--- src/design/wafbp_pkg.sv ---
// Package: shared types and constants of the wear-aware free-block pool.
`default_nettype none

package wafbp_pkg;

   // Field widths of the request and response transfers
   localparam int ACTION_W = 3;
   localparam int BLOCK_W  = 8;
   localparam int TAG_W    = 4;
   localparam int POOL_W   = 9;
   localparam int WEAR_W   = 16;

   // Saturation limit of an erase count
   localparam logic [WEAR_W-1:0] WEAR_MAX = '1;

   // Request action codes
   typedef enum logic [ACTION_W-1:0] {
      ACT_INSERT    = 3'd0,
      ACT_TAKE_LOW  = 3'd1,
      ACT_TAKE_HIGH = 3'd2,
      ACT_ERASE     = 3'd3,
      ACT_QUERY     = 3'd4
   } action_type;

   // Controller states
   typedef enum logic [2:0] {
      ST_CLEAR,
      ST_IDLE,
      ST_RMW,
      ST_PICK,
      ST_SHIFT,
      ST_QUERY,
      ST_DONE
   } state_type;

   // One response item
   typedef struct packed {
      logic [BLOCK_W-1:0] taken_block;
      logic               empty_error;
      logic [POOL_W-1:0]  pool_size;
      logic [WEAR_W-1:0]  wear_spread;
      logic [BLOCK_W-1:0] coldest_block;
   } result_type;

endpackage

`default_nettype wire

--- src/design/wafbp_req_if.sv ---
// Interface: request channel of the free-block pool.
`default_nettype none

interface wafbp_req_if;
   logic                             valid;
   logic                             ready;
   logic [wafbp_pkg::ACTION_W-1:0]   action;
   logic [wafbp_pkg::BLOCK_W-1:0]    block_index;
   logic                             key_by_wear;
   logic [wafbp_pkg::TAG_W-1:0]      stream_tag;

   modport source (output valid, action, block_index, key_by_wear, stream_tag,
                   input ready);
   modport sink   (input valid, action, block_index, key_by_wear, stream_tag,
                   output ready);
endinterface

`default_nettype wire

--- src/design/wafbp_ctrl.sv ---
// Sequencer: clears the block table, runs read-modify-write and scan passes.
`default_nettype none

module wafbp_ctrl #(
   parameter int  BLOCKS = 256,
   localparam int IDX_W  = $clog2(BLOCKS),
   localparam int CNT_W  = $clog2(BLOCKS + 1),
   localparam int WORD_W = 2 * wafbp_pkg::WEAR_W + 1 + IDX_W
) (
   input  wire logic                 clock,
   input  wire logic                 reset,
   wafbp_req_if.sink                 req,
   output logic                      res_valid,
   input  wire logic                 res_ack,
   output wafbp_pkg::result_type     res_data,
   output logic                      mem_wr_en,
   output logic [IDX_W-1:0]          mem_wr_addr,
   output logic [WORD_W-1:0]         mem_wr_data,
   output logic                      mem_rd_en,
   output logic [IDX_W-1:0]          mem_rd_addr,
   input  wire logic [WORD_W-1:0]    mem_rd_data
);

   import wafbp_pkg::*;

   // table word: {erase count, pooled, key, rank}
   logic [WEAR_W-1:0] rd_ecnt;
   logic              rd_pool;
   logic [WEAR_W-1:0] rd_key;
   logic [IDX_W-1:0]  rd_ord;

   assign rd_ecnt = mem_rd_data[WORD_W-1 -: WEAR_W];
   assign rd_pool = mem_rd_data[IDX_W + WEAR_W];
   assign rd_key  = mem_rd_data[IDX_W +: WEAR_W];
   assign rd_ord  = mem_rd_data[IDX_W-1:0];

   state_type         state_ff, state_in;
   logic [CNT_W-1:0]  cnt_ff, cnt_in;
   logic              pipe_vld_ff, pipe_vld_in;
   logic [IDX_W-1:0]  pipe_idx_ff, pipe_idx_in;
   action_type        act_ff, act_in;
   logic [IDX_W-1:0]  blk_ff, blk_in;
   logic              wear_ff, wear_in;
   logic [CNT_W-1:0]  count_ff, count_in;
   logic              best_vld_ff, best_vld_in;
   logic [WEAR_W-1:0] best_key_ff, best_key_in;
   logic [IDX_W-1:0]  best_ord_ff, best_ord_in;
   logic [IDX_W-1:0]  best_idx_ff, best_idx_in;
   logic [WEAR_W-1:0] mx_ff, mx_in;
   logic [WEAR_W-1:0] mn_ff, mn_in;
   logic [IDX_W-1:0]  mn_idx_ff, mn_idx_in;
   result_type        res_ff, res_in;

   logic       req_act_rmw;
   logic       req_blk_ok;
   action_type req_act;
   logic       issue;
   logic       scan_last;
   logic       better;

   assign req_act    = action_type'(req.action);
   assign req_blk_ok = int'(req.block_index) < BLOCKS;
   assign req_act_rmw = (req_act == ACT_INSERT) || (req_act == ACT_ERASE);

   // scan pass: a read goes out per cycle, its data comes back in the cycle after
   assign issue     = cnt_ff != CNT_W'(BLOCKS);
   assign scan_last = pipe_vld_ff && (pipe_idx_ff == IDX_W'(BLOCKS - 1));

   // pick order: key first, then rank
   always_comb begin
      if (!best_vld_ff) begin
         better = 1'b1;
      end else if (act_ff == ACT_TAKE_HIGH) begin
         better = (rd_key > best_key_ff) ||
                  ((rd_key == best_key_ff) && (rd_ord > best_ord_ff));
      end else begin
         better = (rd_key < best_key_ff) ||
                  ((rd_key == best_key_ff) && (rd_ord < best_ord_ff));
      end
   end

   // next state
   always_comb begin
      state_in = state_ff;
      case (state_ff)
         ST_CLEAR: begin
            if (cnt_ff == CNT_W'(BLOCKS - 1)) state_in = ST_IDLE;
         end
         ST_IDLE: begin
            if (req.valid) begin
               case (req_act)
                  ACT_INSERT, ACT_ERASE: state_in = req_blk_ok ? ST_RMW : ST_DONE;
                  ACT_TAKE_LOW, ACT_TAKE_HIGH:
                     state_in = (count_ff == '0) ? ST_DONE : ST_PICK;
                  ACT_QUERY: state_in = ST_QUERY;
                  default:   state_in = ST_DONE;
               endcase
            end
         end
         ST_RMW:   state_in = ST_DONE;
         ST_PICK:  if (scan_last) state_in = ST_SHIFT;
         ST_SHIFT: if (scan_last) state_in = ST_DONE;
         ST_QUERY: if (scan_last) state_in = ST_DONE;
         ST_DONE:  if (res_ack) state_in = ST_IDLE;
         default:  state_in = ST_IDLE;
      endcase
   end

   // outputs and datapath
   always_comb begin
      req.ready   = 1'b0;
      mem_rd_en   = 1'b0;
      mem_rd_addr = cnt_ff[IDX_W-1:0];
      mem_wr_en   = 1'b0;
      mem_wr_addr = pipe_idx_ff;
      mem_wr_data = mem_rd_data;
      cnt_in      = cnt_ff;
      pipe_vld_in = 1'b0;
      pipe_idx_in = cnt_ff[IDX_W-1:0];
      act_in      = act_ff;
      blk_in      = blk_ff;
      wear_in     = wear_ff;
      count_in    = count_ff;
      best_vld_in = best_vld_ff;
      best_key_in = best_key_ff;
      best_ord_in = best_ord_ff;
      best_idx_in = best_idx_ff;
      mx_in       = mx_ff;
      mn_in       = mn_ff;
      mn_idx_in   = mn_idx_ff;
      res_in      = res_ff;

      case (state_ff)
         // clearing pass: every block pooled, key zero, rank = index
         ST_CLEAR: begin
            mem_wr_en   = 1'b1;
            mem_wr_addr = cnt_ff[IDX_W-1:0];
            mem_wr_data = {{WEAR_W{1'b0}}, 1'b1, {WEAR_W{1'b0}}, cnt_ff[IDX_W-1:0]};
            cnt_in      = cnt_ff + 1'b1;
         end
         ST_IDLE: begin
            req.ready = 1'b1;
            if (req.valid) begin
               act_in      = req_act;
               blk_in      = IDX_W'(req.block_index);
               wear_in     = req.key_by_wear;
               cnt_in      = '0;
               best_vld_in = 1'b0;
               mem_rd_en   = req_act_rmw && req_blk_ok;
               mem_rd_addr = IDX_W'(req.block_index);
               res_in      = '0;
               res_in.pool_size = POOL_W'(count_ff);
               if (((req_act == ACT_TAKE_LOW) || (req_act == ACT_TAKE_HIGH)) &&
                   (count_ff == '0)) begin
                  res_in.empty_error = 1'b1;
               end
            end
         end
         // insert or erase of one block
         ST_RMW: begin
            mem_wr_addr = blk_ff;
            if (act_ff == ACT_INSERT) begin
               if (!rd_pool) begin
                  mem_wr_en   = 1'b1;
                  mem_wr_data = {rd_ecnt, 1'b1, (wear_ff ? rd_ecnt : {WEAR_W{1'b0}}),
                                 count_ff[IDX_W-1:0]};
                  count_in    = count_ff + 1'b1;
               end
            end else begin
               mem_wr_en   = 1'b1;
               mem_wr_data = {((rd_ecnt == WEAR_MAX) ? rd_ecnt : rd_ecnt + 1'b1),
                              rd_pool, rd_key, rd_ord};
            end
            res_in.pool_size = POOL_W'(count_in);
         end
         // first pass: find the entry to take
         ST_PICK: begin
            mem_rd_en   = issue;
            pipe_vld_in = issue;
            if (issue) cnt_in = cnt_ff + 1'b1;
            if (pipe_vld_ff && rd_pool && better) begin
               best_vld_in = 1'b1;
               best_key_in = rd_key;
               best_ord_in = rd_ord;
               best_idx_in = pipe_idx_ff;
            end
            if (scan_last) cnt_in = '0;
         end
         // second pass: unpool the taken entry, close the rank gap
         ST_SHIFT: begin
            mem_rd_en   = issue;
            pipe_vld_in = issue;
            if (issue) cnt_in = cnt_ff + 1'b1;
            if (pipe_vld_ff) begin
               mem_wr_en = 1'b1;
               if (pipe_idx_ff == best_idx_ff) begin
                  mem_wr_data = {rd_ecnt, 1'b0, rd_key, {IDX_W{1'b0}}};
               end else if (rd_pool && (rd_ord > best_ord_ff)) begin
                  mem_wr_data = {rd_ecnt, rd_pool, rd_key, rd_ord - 1'b1};
               end
            end
            if (scan_last) begin
               count_in             = count_ff - 1'b1;
               res_in.taken_block   = BLOCK_W'(best_idx_ff);
               res_in.pool_size     = POOL_W'(count_in);
            end
         end
         // wear query: max, min and first index of min
         ST_QUERY: begin
            mem_rd_en   = issue;
            pipe_vld_in = issue;
            if (issue) cnt_in = cnt_ff + 1'b1;
            if (pipe_vld_ff) begin
               if (pipe_idx_ff == '0) begin
                  mx_in     = rd_ecnt;
                  mn_in     = rd_ecnt;
                  mn_idx_in = '0;
               end else begin
                  if (rd_ecnt > mx_ff) mx_in = rd_ecnt;
                  if (rd_ecnt < mn_ff) begin
                     mn_in     = rd_ecnt;
                     mn_idx_in = pipe_idx_ff;
                  end
               end
            end
            if (scan_last) begin
               res_in.wear_spread   = mx_in - mn_in;
               res_in.coldest_block = BLOCK_W'(mn_idx_in);
            end
         end
         ST_DONE: begin
         end
         default: begin
         end
      endcase
   end

   assign res_valid = (state_ff == ST_DONE);
   assign res_data  = res_ff;

   // control registers
   always_ff @(posedge clock) begin
      if (reset) begin
         state_ff    <= ST_CLEAR;
         cnt_ff      <= '0;
         pipe_vld_ff <= 1'b0;
         count_ff    <= CNT_W'(BLOCKS);
         best_vld_ff <= 1'b0;
      end else begin
         state_ff    <= state_in;
         cnt_ff      <= cnt_in;
         pipe_vld_ff <= pipe_vld_in;
         count_ff    <= count_in;
         best_vld_ff <= best_vld_in;
      end
   end

   // payload registers
   always_ff @(posedge clock) begin
      pipe_idx_ff <= pipe_idx_in;
      act_ff      <= act_in;
      blk_ff      <= blk_in;
      wear_ff     <= wear_in;
      best_key_ff <= best_key_in;
      best_ord_ff <= best_ord_in;
      best_idx_ff <= best_idx_in;
      mx_ff       <= mx_in;
      mn_ff       <= mn_in;
      mn_idx_ff   <= mn_idx_in;
      res_ff      <= res_in;
   end

endmodule

`default_nettype wire

--- src/flat_wrapper.sv ---
// flat-port wrapper written by rule: the top's interface ports become plain ports
module wafbp_ctrl_flat import wafbp_pkg::*;
#(
   parameter int  BLOCKS = 256,
   localparam int IDX_W  = $clog2(BLOCKS),
   localparam int CNT_W  = $clog2(BLOCKS + 1),
   localparam int WORD_W = 2 * wafbp_pkg::WEAR_W + 1 + IDX_W
)
  (clock, reset, res_valid, res_ack, res_data, mem_wr_en, mem_wr_addr, mem_wr_data, mem_rd_en, mem_rd_addr, mem_rd_data, req_valid, req_action, req_block_index, req_key_by_wear, req_stream_tag, req_ready);
  wafbp_req_if req_i ();
  input  wire logic clock;
  input  wire logic reset;
  output logic res_valid;
  input  wire logic res_ack;
  output wafbp_pkg::result_type res_data;
  output logic mem_wr_en;
  output logic [IDX_W-1:0] mem_wr_addr;
  output logic [WORD_W-1:0] mem_wr_data;
  output logic mem_rd_en;
  output logic [IDX_W-1:0] mem_rd_addr;
  input  wire logic [WORD_W-1:0] mem_rd_data;
  input wire logic [$bits(req_i.valid)-1:0] req_valid;
  input wire logic [$bits(req_i.action)-1:0] req_action;
  input wire logic [$bits(req_i.block_index)-1:0] req_block_index;
  input wire logic [$bits(req_i.key_by_wear)-1:0] req_key_by_wear;
  input wire logic [$bits(req_i.stream_tag)-1:0] req_stream_tag;
  output wire logic [$bits(req_i.ready)-1:0] req_ready;
  assign req_i.valid = req_valid;
  assign req_i.action = req_action;
  assign req_i.block_index = req_block_index;
  assign req_i.key_by_wear = req_key_by_wear;
  assign req_i.stream_tag = req_stream_tag;
  assign req_ready = req_i.ready;
  wafbp_ctrl #(.BLOCKS(BLOCKS)) u_core (.clock(clock), .reset(reset), .req(req_i), .res_valid(res_valid), .res_ack(res_ack), .res_data(res_data), .mem_wr_en(mem_wr_en), .mem_wr_addr(mem_wr_addr), .mem_wr_data(mem_wr_data), .mem_rd_en(mem_rd_en), .mem_rd_addr(mem_rd_addr), .mem_rd_data(mem_rd_data));
endmodule
--- config.mk ---
export PLATFORM = sky130hd
export DESIGN_NAME = wafbp_ctrl_flat
export DESIGN_NICKNAME = d
export VERILOG_FILES = /design/src/design/wafbp_pkg.sv /design/src/design/wafbp_req_if.sv /design/src/design/wafbp_ctrl.sv /design/src/flat_wrapper.sv
export SDC_FILE = /design/constraint.sdc
export NUM_CORES = 1
export LEC_CHECK = 0
export BUFFER_PORTS_ARGS = -buffer_cell sky130_fd_sc_hd__buf_4
export CAP_MARGIN = 30
export CORE_MARGIN = 2
export CORE_UTILIZATION = 41
export DETAILED_ROUTE_END_ITERATION = 10
export PLACE_DENSITY = 0.6
export SLEW_MARGIN = 25
export SYNTH_ARGS = -nofsm -noshare
export SYNTH_HDL_FRONTEND = slang
export SYNTH_SLANG_ARGS = --single-unit
--- constraint.sdc ---
create_clock -name clock -period 5.6 [get_ports clock]
set_input_delay 1.4 -clock clock [delete_from_list [all_inputs] [get_ports clock]]
set_output_delay 1.4 -clock clock [all_outputs]
set_load 0.005 [all_outputs]
Yosys cells after proc, flatten, opt, wreduce, memory -nomap -nowiden
Cells that the tools add are included.
{"block": "op_classes", "n_addsub": 6, "n_mul": 0, "div": 0, "order_cmp": 6, "n_eq_ne": 25, "shifts": 0, "mux": 57, "n_bitwise": 1, "reduce_logical": 36}
{"op": "2-to-1 mux 16 bit", "n": 10}
{"op": "one-hot mux 41 bit (3 select lines)", "n": 1}
{"op": "2-to-1 mux 8 bit", "n": 7}
{"op": "2-to-1 mux 9 bit", "n": 6}
{"op": "2-to-1 mux 25 bit", "n": 2}
{"op": "2-to-1 mux 24 bit", "n": 2}
{"op": "one-hot mux 24 bit (2 select lines)", "n": 1}
{"op": "2-to-1 mux 42 bit", "n": 1}
{"op": "2-to-1 mux 41 bit", "n": 1}
{"op": "one-hot mux 9 bit (4 select lines)", "n": 1}
{"op": "> comparator 16 bit", "n": 2}
{"op": "less-than comparator 16 bit", "n": 2}
{"op": "one-hot mux 8 bit (2 select lines)", "n": 2}
{"op": "one-hot mux 9 bit (3 select lines)", "n": 1}
{"op": "adder 9 x 1 -> 9 bit, second input constant", "n": 2}
{"op": "2-to-1 mux 3 bit", "n": 6}
{"op": "one-hot mux 3 bit (6 select lines)", "n": 1}
{"op": "one-hot mux 9 bit (2 select lines)", "n": 1}
{"op": "adder 16 x 1 -> 16 bit, second input constant", "n": 1}
{"op": "equality test 16 bit", "n": 1}
{"op": "equality test 16 bit, second input constant", "n": 1}
{"op": "subtractor 16 bit", "n": 1}
{"op": "equality test 3 x 2 -> 1 bit, second input constant", "n": 5}
{"op": "!= test 2 x 1 -> 1 bit, second input constant", "n": 7}
{"op": "29 further kinds", "n": 66}
{"block": "totals", "regBits": 157, "latchBits": 0, "ramBits": 0, "rom_bits": 0, "inputBits": 61, "output_inout_bits": 103, "wordCells": 151, "mem_count": 0}

Logic depth before layout (Yosys ltp)
Gate-level depths: netlist (run 1).
{"block": "logic_depth", "word_depth": 8, "mapped_depth": 22, "depth_no_buf": 20}

Least setup slack after synthesis (run 1)
Ideal clock, no wire load.
{"block": "synth_path", "path_kind": "in2reg", "start": "input port mem_rd_data[9]", "end": "register u_core.best_idx_ff[0] (enable)", "setup_ps": 461, "arrival_time_ps": 5376, "t_required_ps": 5139, "path_slack_ps": -237, "path_stages": 13, "n_path_buf": 0, "path_cell_list": "ha_1 nor2b_1 o21a_1 o21a_1 o21a_1 o21a_1 o21a_1 o21a_1 o21ai_0 a31oi_1 nor2_1 mux2i_1 nor3_1"}
{"block": "synth_between", "elab_chain_len": 7, "elab_cells_between_ends": 11, "cone_classes": "order compare (2); eq/ne (1); mux (2); reduce/logical (6)"}
{"item": "start, declared", "line": "flat_wrapper.sv:21", "rtl": "input wire logic [WORD_W-1:0] mem_rd_data;"}
{"item": "branches (longest 3 deep; another with less-than comparator 16 bit)"}
{"item": "2-to-1 mux 1 bit (*)", "line": "wafbp_ctrl.sv:73", "rtl": "end else if (act_ff == ACT_TAKE_HIGH) begin"}
{"item": "2-to-1 mux 1 bit (*)", "line": "wafbp_ctrl.sv:71", "rtl": "if (!best_vld_ff) begin"}
{"item": "logical AND 1 bit (*)", "line": "wafbp_ctrl.sv:181", "rtl": "if (pipe_vld_ff && rd_pool && better) begin"}
{"item": "AND reduction 2 bit (no source line) (*)"}
{"item": "end signal, assigned", "line": "wafbp_ctrl.sv:266", "rtl": "best_idx_ff <= best_idx_in;"}
{"item": "end, declared", "line": "wafbp_ctrl.sv:48", "rtl": "logic [IDX_W-1:0] best_idx_ff, best_idx_in;"}
Mark *: on every way between the ends.
A chain may end at the register's enable or synchronous reset.

Final worst setup path (run 1)
{"block": "layout_path", "start": "input port mem_rd_data[1]", "end": "output port mem_wr_data[7]"}
{"block": "layout_between", "elab_chain_len": 6, "elab_cells_between_ends": 7, "cone_classes": "add/sub (1); order compare (1); mux (4); reduce/logical (1)"}
{"item": "> comparator 8 bit", "line": "wafbp_ctrl.sv:198", "rtl": "end else if (rd_pool && (rd_ord > best_ord_ff)) begin"}
{"item": "logical AND 1 bit", "line": "wafbp_ctrl.sv:198"}
{"item": "2-to-1 mux 8 bit (*)", "line": "wafbp_ctrl.sv:198"}
{"item": "2-to-1 mux 25 bit (*)", "line": "wafbp_ctrl.sv:196", "rtl": "if (pipe_idx_ff == best_idx_ff) begin"}
{"item": "2-to-1 mux 25 bit (*)", "line": "wafbp_ctrl.sv:194", "rtl": "if (pipe_vld_ff) begin"}
{"item": "one-hot mux 41 bit (3 select lines) (*)", "line": "wafbp_ctrl.sv:133", "rtl": "case (state_ff)"}
{"item": "end, declared", "line": "flat_wrapper.sv:18", "rtl": "output logic [WORD_W-1:0] mem_wr_data;"}
Mark *: on every way between the ends. The rest lies on a longest branch, timed or not.

==> summary.txt, run 1 <==
Synth
  – Syn_nets: about 1.3k
  – Async SR Flop Fraction: 0%
  – Synth top area share: 35.7%
  – Commonest register cell after synthesis: edfxtp_1
  – Syn_area_per_cell: 9.06 um2
  – Top cells by area, synth: edfxtp_1 (36%), ha_1 (8.5%), dfxtp_1 (5.9%)
  – Seq/Total Area, Yosys: 41.6%
  – Yosys top cell by area: edfxtp_1
  – Post-synth cell types: between 80 and 90
  – Post-Syn Area: 10600 um2
  – #FFs+latches synth: 157
  – Syn. warnings: 0
  – Cells after Synth: 1170
  – Post-synth EDFFs: 126

STA
  – Worst Skew: 0.0201 ns
  – Worst rel slew slack: around 38%
  – Post-layout min period: 5.35 ns
  – Slew at the pin with the worst max-slew slack: 0.933 ns
  – Fin. Hold Viols: 0
  – Setup TNS: 0 ns
  – Max Slew Vio Count: 0
  – Unrepaired setup endpoints after global routing: false
  – Fin crit share: 95.6%
  – Hold slack final: 0.476 ns
  – Fmax: 0.187 GHz
  – Final setup viols: 0
  – Final WS setup: 0.246 ns

GRT
  – Top Usage Layer GRT: met2
  – Number of global-route vias before repair: 8885
  – First-pass GRT wire length: 49400 um
  – Grt met2 use: about 36%
  – Pin count of the biggest net entering global routing: 54
  – Total GRT Usage: a little under a quarter
  – Global route overflow: 0
  – Initial antenna violation count: 0
  – Global-route met1 utilization: 35.5%
  – M3 GR Usage: 3.34%

Worst setup path
  – Crit path required time: about 4.2 ns
  – Crit start category: input port
  – Critical Setup Path Class: input port to output pin
  – Critical Path Sink Type: output pin
  – CP arrival: just under 4 ns
  – Max Fanout on Critical Path: 5

Route
  – Residual DRC: 0
  – Number of detailed-route iterations in the first pass: 7
  – DR vias: between 9k and 10k
  – Vias per Instance: between 5 and 6
  – Final wirelength: 32400 um
  – Drt first-iter violations: 921
  – Wire per inst: roughly 19 um
  – Routed Antenna Nets: 0

Power
  – Gate power share: 27.6%
  – Sw Share: 30.9%
  – Worst VDD drop: 0.163 mV
  – P per Cell Area: 279 nW/um2
  – Pint: ~2.5 mW
  – Clk pwr share: 34.6%
  – Tot Pwr: 3.67 mW
  – Reg power frac: 37.8%
  – Psw: 1.14 mW
  – P_leak: 5.54 nW

Die
  – Die Y: 165 um
  – Full die area: roughly 27000 um2
  – Starting Density: 42.0%
  – Core Rows: between 50 and 60
  – Number of top-level pins: 164
  – Core Region: 25300 um2
  – Die W: 165 um

Final layout
  – Design Area, Final: between 10000 and 15000 um2
  – # fillers: between 2k and 2.5k
  – Final antenna diode count: 0
  – Syn-to-layout area delta: 24.2%
  – Fraction of layout cells with a size suffix above 1: 21.9%
  – Fin nets: between 1k and 1.5k

Place
  – Placement Cell Area: between 10000 and 15000 um2
  – Buffers added on ports: 159
  – GP Congestion: 0.897
  – Post-DP HPWL: between 20000 and 25000 um
  – Dpl ws: -0.0728 ns

Clock tree
  – Htree depth: 4
  – Clk sink count: 157
  – CTS Hold Bufs: 0
  – CTS tree: done
  – Skew-Pair Late Insertion Delay: 0.44 ns
  – Post_cts resized: 0
  – CTS Buf Count: 17
  – Clock tree buffer depth: 2
  – Clock slew at reported path FFs: 0.06 ns
  – Root Driver: clkbuf_16
  – Post-CTS Setup Bufs: 0

Min path
  – Hold crit path type: register to register

Flow run
  – MaxCap Viol Count: 0

Outcome
  – Status: finished, final reports clean
## worst max-delay path, cell delays in order
cell,delay [ns]
buf_4,0.13
ha_1,0.28
nor2b_1,0.13
o21ai_0,0.08
nand2b_1,0.08
a21oi_1,0.07
o21ai_0,0.22
o21a_1,0.21
and3_1,0.19
nor4b_1,0.34
nor3b_2,0.26
nand2_1,0.09
xor2_1,0.14
o21ai_0,0.19
buf_4,0.15
## per-stage QoR
step	utilization, %	instances
3_3_place_gp	49.5	1665
6_report	52.1	1698
5_1_grt	52.1	1698
2_1_floorplan	-	1170
4_1_cts	52.1	1697
3_5_place_dp	49.5	1665
## final cells by class
| class | count | area (um2) | area share, % |
|---|---|---|---|
| Multi-Input combinational cell | 860 | 5640 | 42.9 |
| Clock inverter | 9 | 119 | 0.903 |
| Inverter | 89 | 334 | 2.54 |
| Timing Repair Buffer | 230 | 1720 | 13.1 |
| Sequential cell | 157 | 4400 | 33.5 |
| Tap cell | 330 | 413 | 3.14 |
| Clock buffer | 23 | 522 | 3.97 |
## power groups by stage
stage	registers [mW]	clock network (mW)	logic, mW
final	1.39	1.27	1.01
after global routing	1.39	1.33	1.11
after CTS	1.39	1.29	1.01
after detailed placement	1.41	0	1.01
after global placement	1.41	0	0.997
after floorplan	1.40	0	0.512
## flip-flops by register name (all words and copies together) (netlist names), 8 cells and up
name	count
u_core.best_ord_ff	8
u_core.count_ff	9
u_core.pipe_idx_ff	8
u_core.mx_ff	16
u_core.blk_ff	8
u_core.best_key_ff	16
u_core.best_idx_ff	8
u_core.mn_ff	16
u_core.cnt_ff	9
u_core.res_data	42
u_core.mn_idx_ff	8
## logic make-up after synthesis
group	Yosys count	share of synthesized area, %
buf+inv	153	5.63
flops	157	41.6
fa+ha+maj	77	9.08
simple gates	394	17.9
mux	25	2.36
xor+xnor	38	3.14
compound gates	326	20.3
## worst paths after layout
check        slack (ns)             start  cells past startpoint                     to
max                0.25    mem_rd_data[1]                     15         mem_wr_data[7]
min                0.48  u_core.cnt_ff[6]                      0  u_core.pipe_idx_ff[6]
min reg2reg        0.48  u_core.cnt_ff[6]                      0  u_core.pipe_idx_ff[6]
max reg2reg        0.92   u_core.mn_ff[2]                     19    u_core.res_data[22]
## routing by layer
layer	share of wire, %	up-vias
met4	2.4	0
met3	6.6	50
met5	0	-
li1	-	4644
met1	48	4474
met2	43	367
## synthesized netlist by cell type, drive strengths merged, types with 15 or more instances
cell type,n
edfxtp,126
nand2,120
nor2,111
o21ai,93
a21oi,92
inv,89
ha,72
clkbuf,55
dfxtp,31
nand3,29
nor3,26
mux2i,25
xor2,23
nand4,21
and3,20
a22o,18
a31oi,16
a21o,15
xnor2,15
## placed cells by master, fill, tap and decap left out, drive strengths merged, types with 18 or more instances in the layout
cell type  Yosys  routed
clkbuf        55      24
dfxtp         31      31
mux2i         25      25
o21ai         93      93
and3          20      20
nand3         29      29
nand2        120     120
edfxtp       126     126
ha            72      72
inv           89      93
a21oi         92      92
nand4         21      21
a22o          18      18
xor2          23      23
nor2         111     111
nor3          26      26
buf            9     229
No activity file was read; power rests on OpenSTA's default activity.
==> inputs of run 2 (changes only) <==
Settings changed: BUFFER_PORTS_ARGS -buffer_cell sky130_fd_sc_hd__buf_4 to not set, DONT_BUFFER_PORTS set to 1, PLACE_DENSITY 0.6 to 0.54, REMOVE_ABC_BUFFERS set to 1.
==> summary.txt, run 2 (synthesis results as in run 1) <==
Power
  – Clk pwr share: 35.8%
  – Reg power frac: between 40% and 50%
  – Sw Share: 32.7%
  – P per Cell Area: ~280 nW/um2
  – Gate power share: 21.0%
  – P_leak: 4.58 nW
  – Pint: between 2 and 2.5 mW
  – Psw: about 1.1 mW
  – Worst VDD drop: roughly 0.16 mV

STA
  – Hold slack final: 0.516 ns
  – Fmax: 0.191 GHz
  – Fin crit share: ~93%
  – Post-layout min period: 5.22 ns
  – Max Slew Vio Count: 0
  – Final setup viols: 0
  – Worst Skew: approximately 0.016 ns
  – Fin. Hold Viols: 0
  – Unrepaired setup endpoints after global routing: false
  – Worst rel slew slack: 48.9%
  – Slew at the pin with the worst max-slew slack: 0.766 ns

GRT
  – Initial antenna violation count: 2
  – First-pass GRT wire length: 47600 um
  – Number of global-route vias before repair: 8123
  – Pin count of the biggest net entering global routing: 54
  – Global route overflow: 0
  – Total GRT Usage: 23.2%

Route
  – Routed Antenna Nets: 0
  – Final wirelength: about 31000 um
  – Wire per inst: 20.7 um
  – Vias per Instance: 5.82
  – Residual DRC: 0
  – Drt first-iter violations: 836
  – DR vias: ~9k
  – Number of detailed-route iterations in the first pass: 5

Clock tree
  – Htree depth: 4
  – Clk sink count: 157
  – Clock slew at reported path FFs: roughly 0.070 ns
  – Post-CTS Setup Bufs: 0
  – Root Driver: clkbuf_16
  – Skew-Pair Late Insertion Delay: 0.43 ns
  – Clock tree buffer depth: 2
  – CTS tree: done
  – CTS Hold Bufs: 0
  – Post_cts resized: 0
  – CTS Buf Count: 17

Place
  – Post-DP HPWL: 22800 um
  – GP Congestion: a little under 0.9
  – Buffers added on ports: 0

Outcome
  – Status: finished, final reports clean

Die
  – Starting Density: 42.0%
  – Full die area: 27200 um2
  – Die W: 165 um
  – Core Region: 25300 um2
  – Core Rows: 58
  – Die Y: 165 um
  – Number of top-level pins: 164

Final layout
  – Area occupied by multi-input gates: 5620 um2
  – Syn-to-layout area delta: 10.1%
  – Highest-count cells in the layout ignoring fill and taps: edfxtp_1 (126), nand2_1 (120), nor2_1 (111)
  – Number of flip-flops in the largest register: 42
  – Final Util: a little under half
  – Fin nets: 1301
  – Storage cell area: 4400 um2
  – Most common cell after layout, fill and taps aside: edfxtp_1
  – # fillers: ~2.5k
  – Fraction of layout cells with a size suffix above 1: 9.32%

Worst setup path
  – CP arrival: 5.49 ns
  – Crit Reg-Reg Endpoint: u_core.res_data[22]
  – Crit start category: input port
  – Crit. Startpoint: mem_rd_data[40]
  – FF-to-FF Start: u_core.mn_ff[4]
  – Reg2Reg Depth: 18
  – Crit path required time: 5.86 ns
  – Flop-to-flop setup slack: 0.78 ns
  – Max Fanout on Critical Path: 9
  – Critical Path Sink Type: register
  – Critical Setup Path Class: input port to register

Min path
  – Hold crit path type: register to register
  – WHS Path Cells: 0
  – Hold Path Origin: u_core.cnt_ff[6]
  – Worst hold endpoint: u_core.pipe_idx_ff[6]

Flow run
  – MaxCap Viol Count: 0
-- run 2: cell count changes in the layout (fill, tap and decap cells not counted), moves of 2 or more --
cell / before / now
buf_4: 229 / 40
clkbuf_1: 2 / 0
clkbuf_16: 20 / 17
clkinv_4: 1 / 3
clkinvlp_4: 2 / 0
inv_6: 2 / 6
inv_8: 1 / 3
-- run 2: layout make-up --
| type | count | share of cell area [%] |
|---|---|---|
| multi-input combinational | 860 | 48.1 |
| sequential | 157 | 37.8 |
| clock buffer | 17 | 3.65 |
| tap | 330 | 3.54 |
| inverter | 89 | 2.86 |
| timing repair buffer | 42 | 2.75 |
| clock inverter | 15 | 1.30 |
| antenna | 1 | 0.0215 |
-- run 2: per-layer routing --
| layer | track usage (%) | routed length [um] | up-vias |
|---|---|---|---|
| li1 | - | - | 4268 |
| met1 | 32.0 | 14300 | 4172 |
| met2 | 35.3 | 13600 | 307 |
| met3 | 6.45 | 2520 | 48 |
| met4 | 7.35 | 801 | 2 |
| met5 | 0 | 7 | - |
-- run 2: worst max-delay path by stage --
stage                                      to  depth (start not counted)
after detailed placement  u_core.res_data[22]                         17
after global placement    u_core.res_data[22]                         17
after floorplan           u_core.res_data[22]                         17
after global routing      u_core.res_data[22]                         17
final                     u_core.res_data[22]                         16
after CTS                 u_core.res_data[22]                         17
-- run 2: per-stage QoR --
stage / instances / setup TNS (ns) / instance area (um2) / setup WS, ns / total power [mW]
finish: 1511 / 0 / 11700 / 0.377 / 3.29
global route: 1511 / 0 / 11700 / 0.0306 / 3.45
CTS: 1508 / 0 / 11600 / 0.356 / 3.31
detailed placement: 1476 / -0.0809 / 11100 / -0.0484 / 2.13
global placement: 1475 / 0 / 11000 / 0.0208 / 2.12
floorplan: 1106 / -9.21 / 10300 / -0.380 / 1.88
-- run 2: critical path, cell delays in order --
cell	delay, ns
ha_1	0.32
nand4_2	0.17
o21bai_1	0.11
or4_4	0.55
o31ai_4	0.22
a21oi_1	0.13
ha_1	0.24
fa_1	0.39
a41oi_1	0.22
o21ai_0	0.13
o2bb2ai_1	0.17
maj3_1	0.43
nor4_4	0.36
nor4_2	0.10
o31ai_1	0.27
mux2i_1	0.26
-- run 2: power by group through the flow --
stage | registers (mW) | logic [mW] | clock network [mW]
floorplan | 1.42 | 0.465 | 0
global route | 1.43 | 0.768 | 1.25
global placement | 1.44 | 0.672 | 0
finish | 1.42 | 0.689 | 1.18
detailed placement | 1.45 | 0.681 | 0
CTS | 1.42 | 0.685 | 1.20
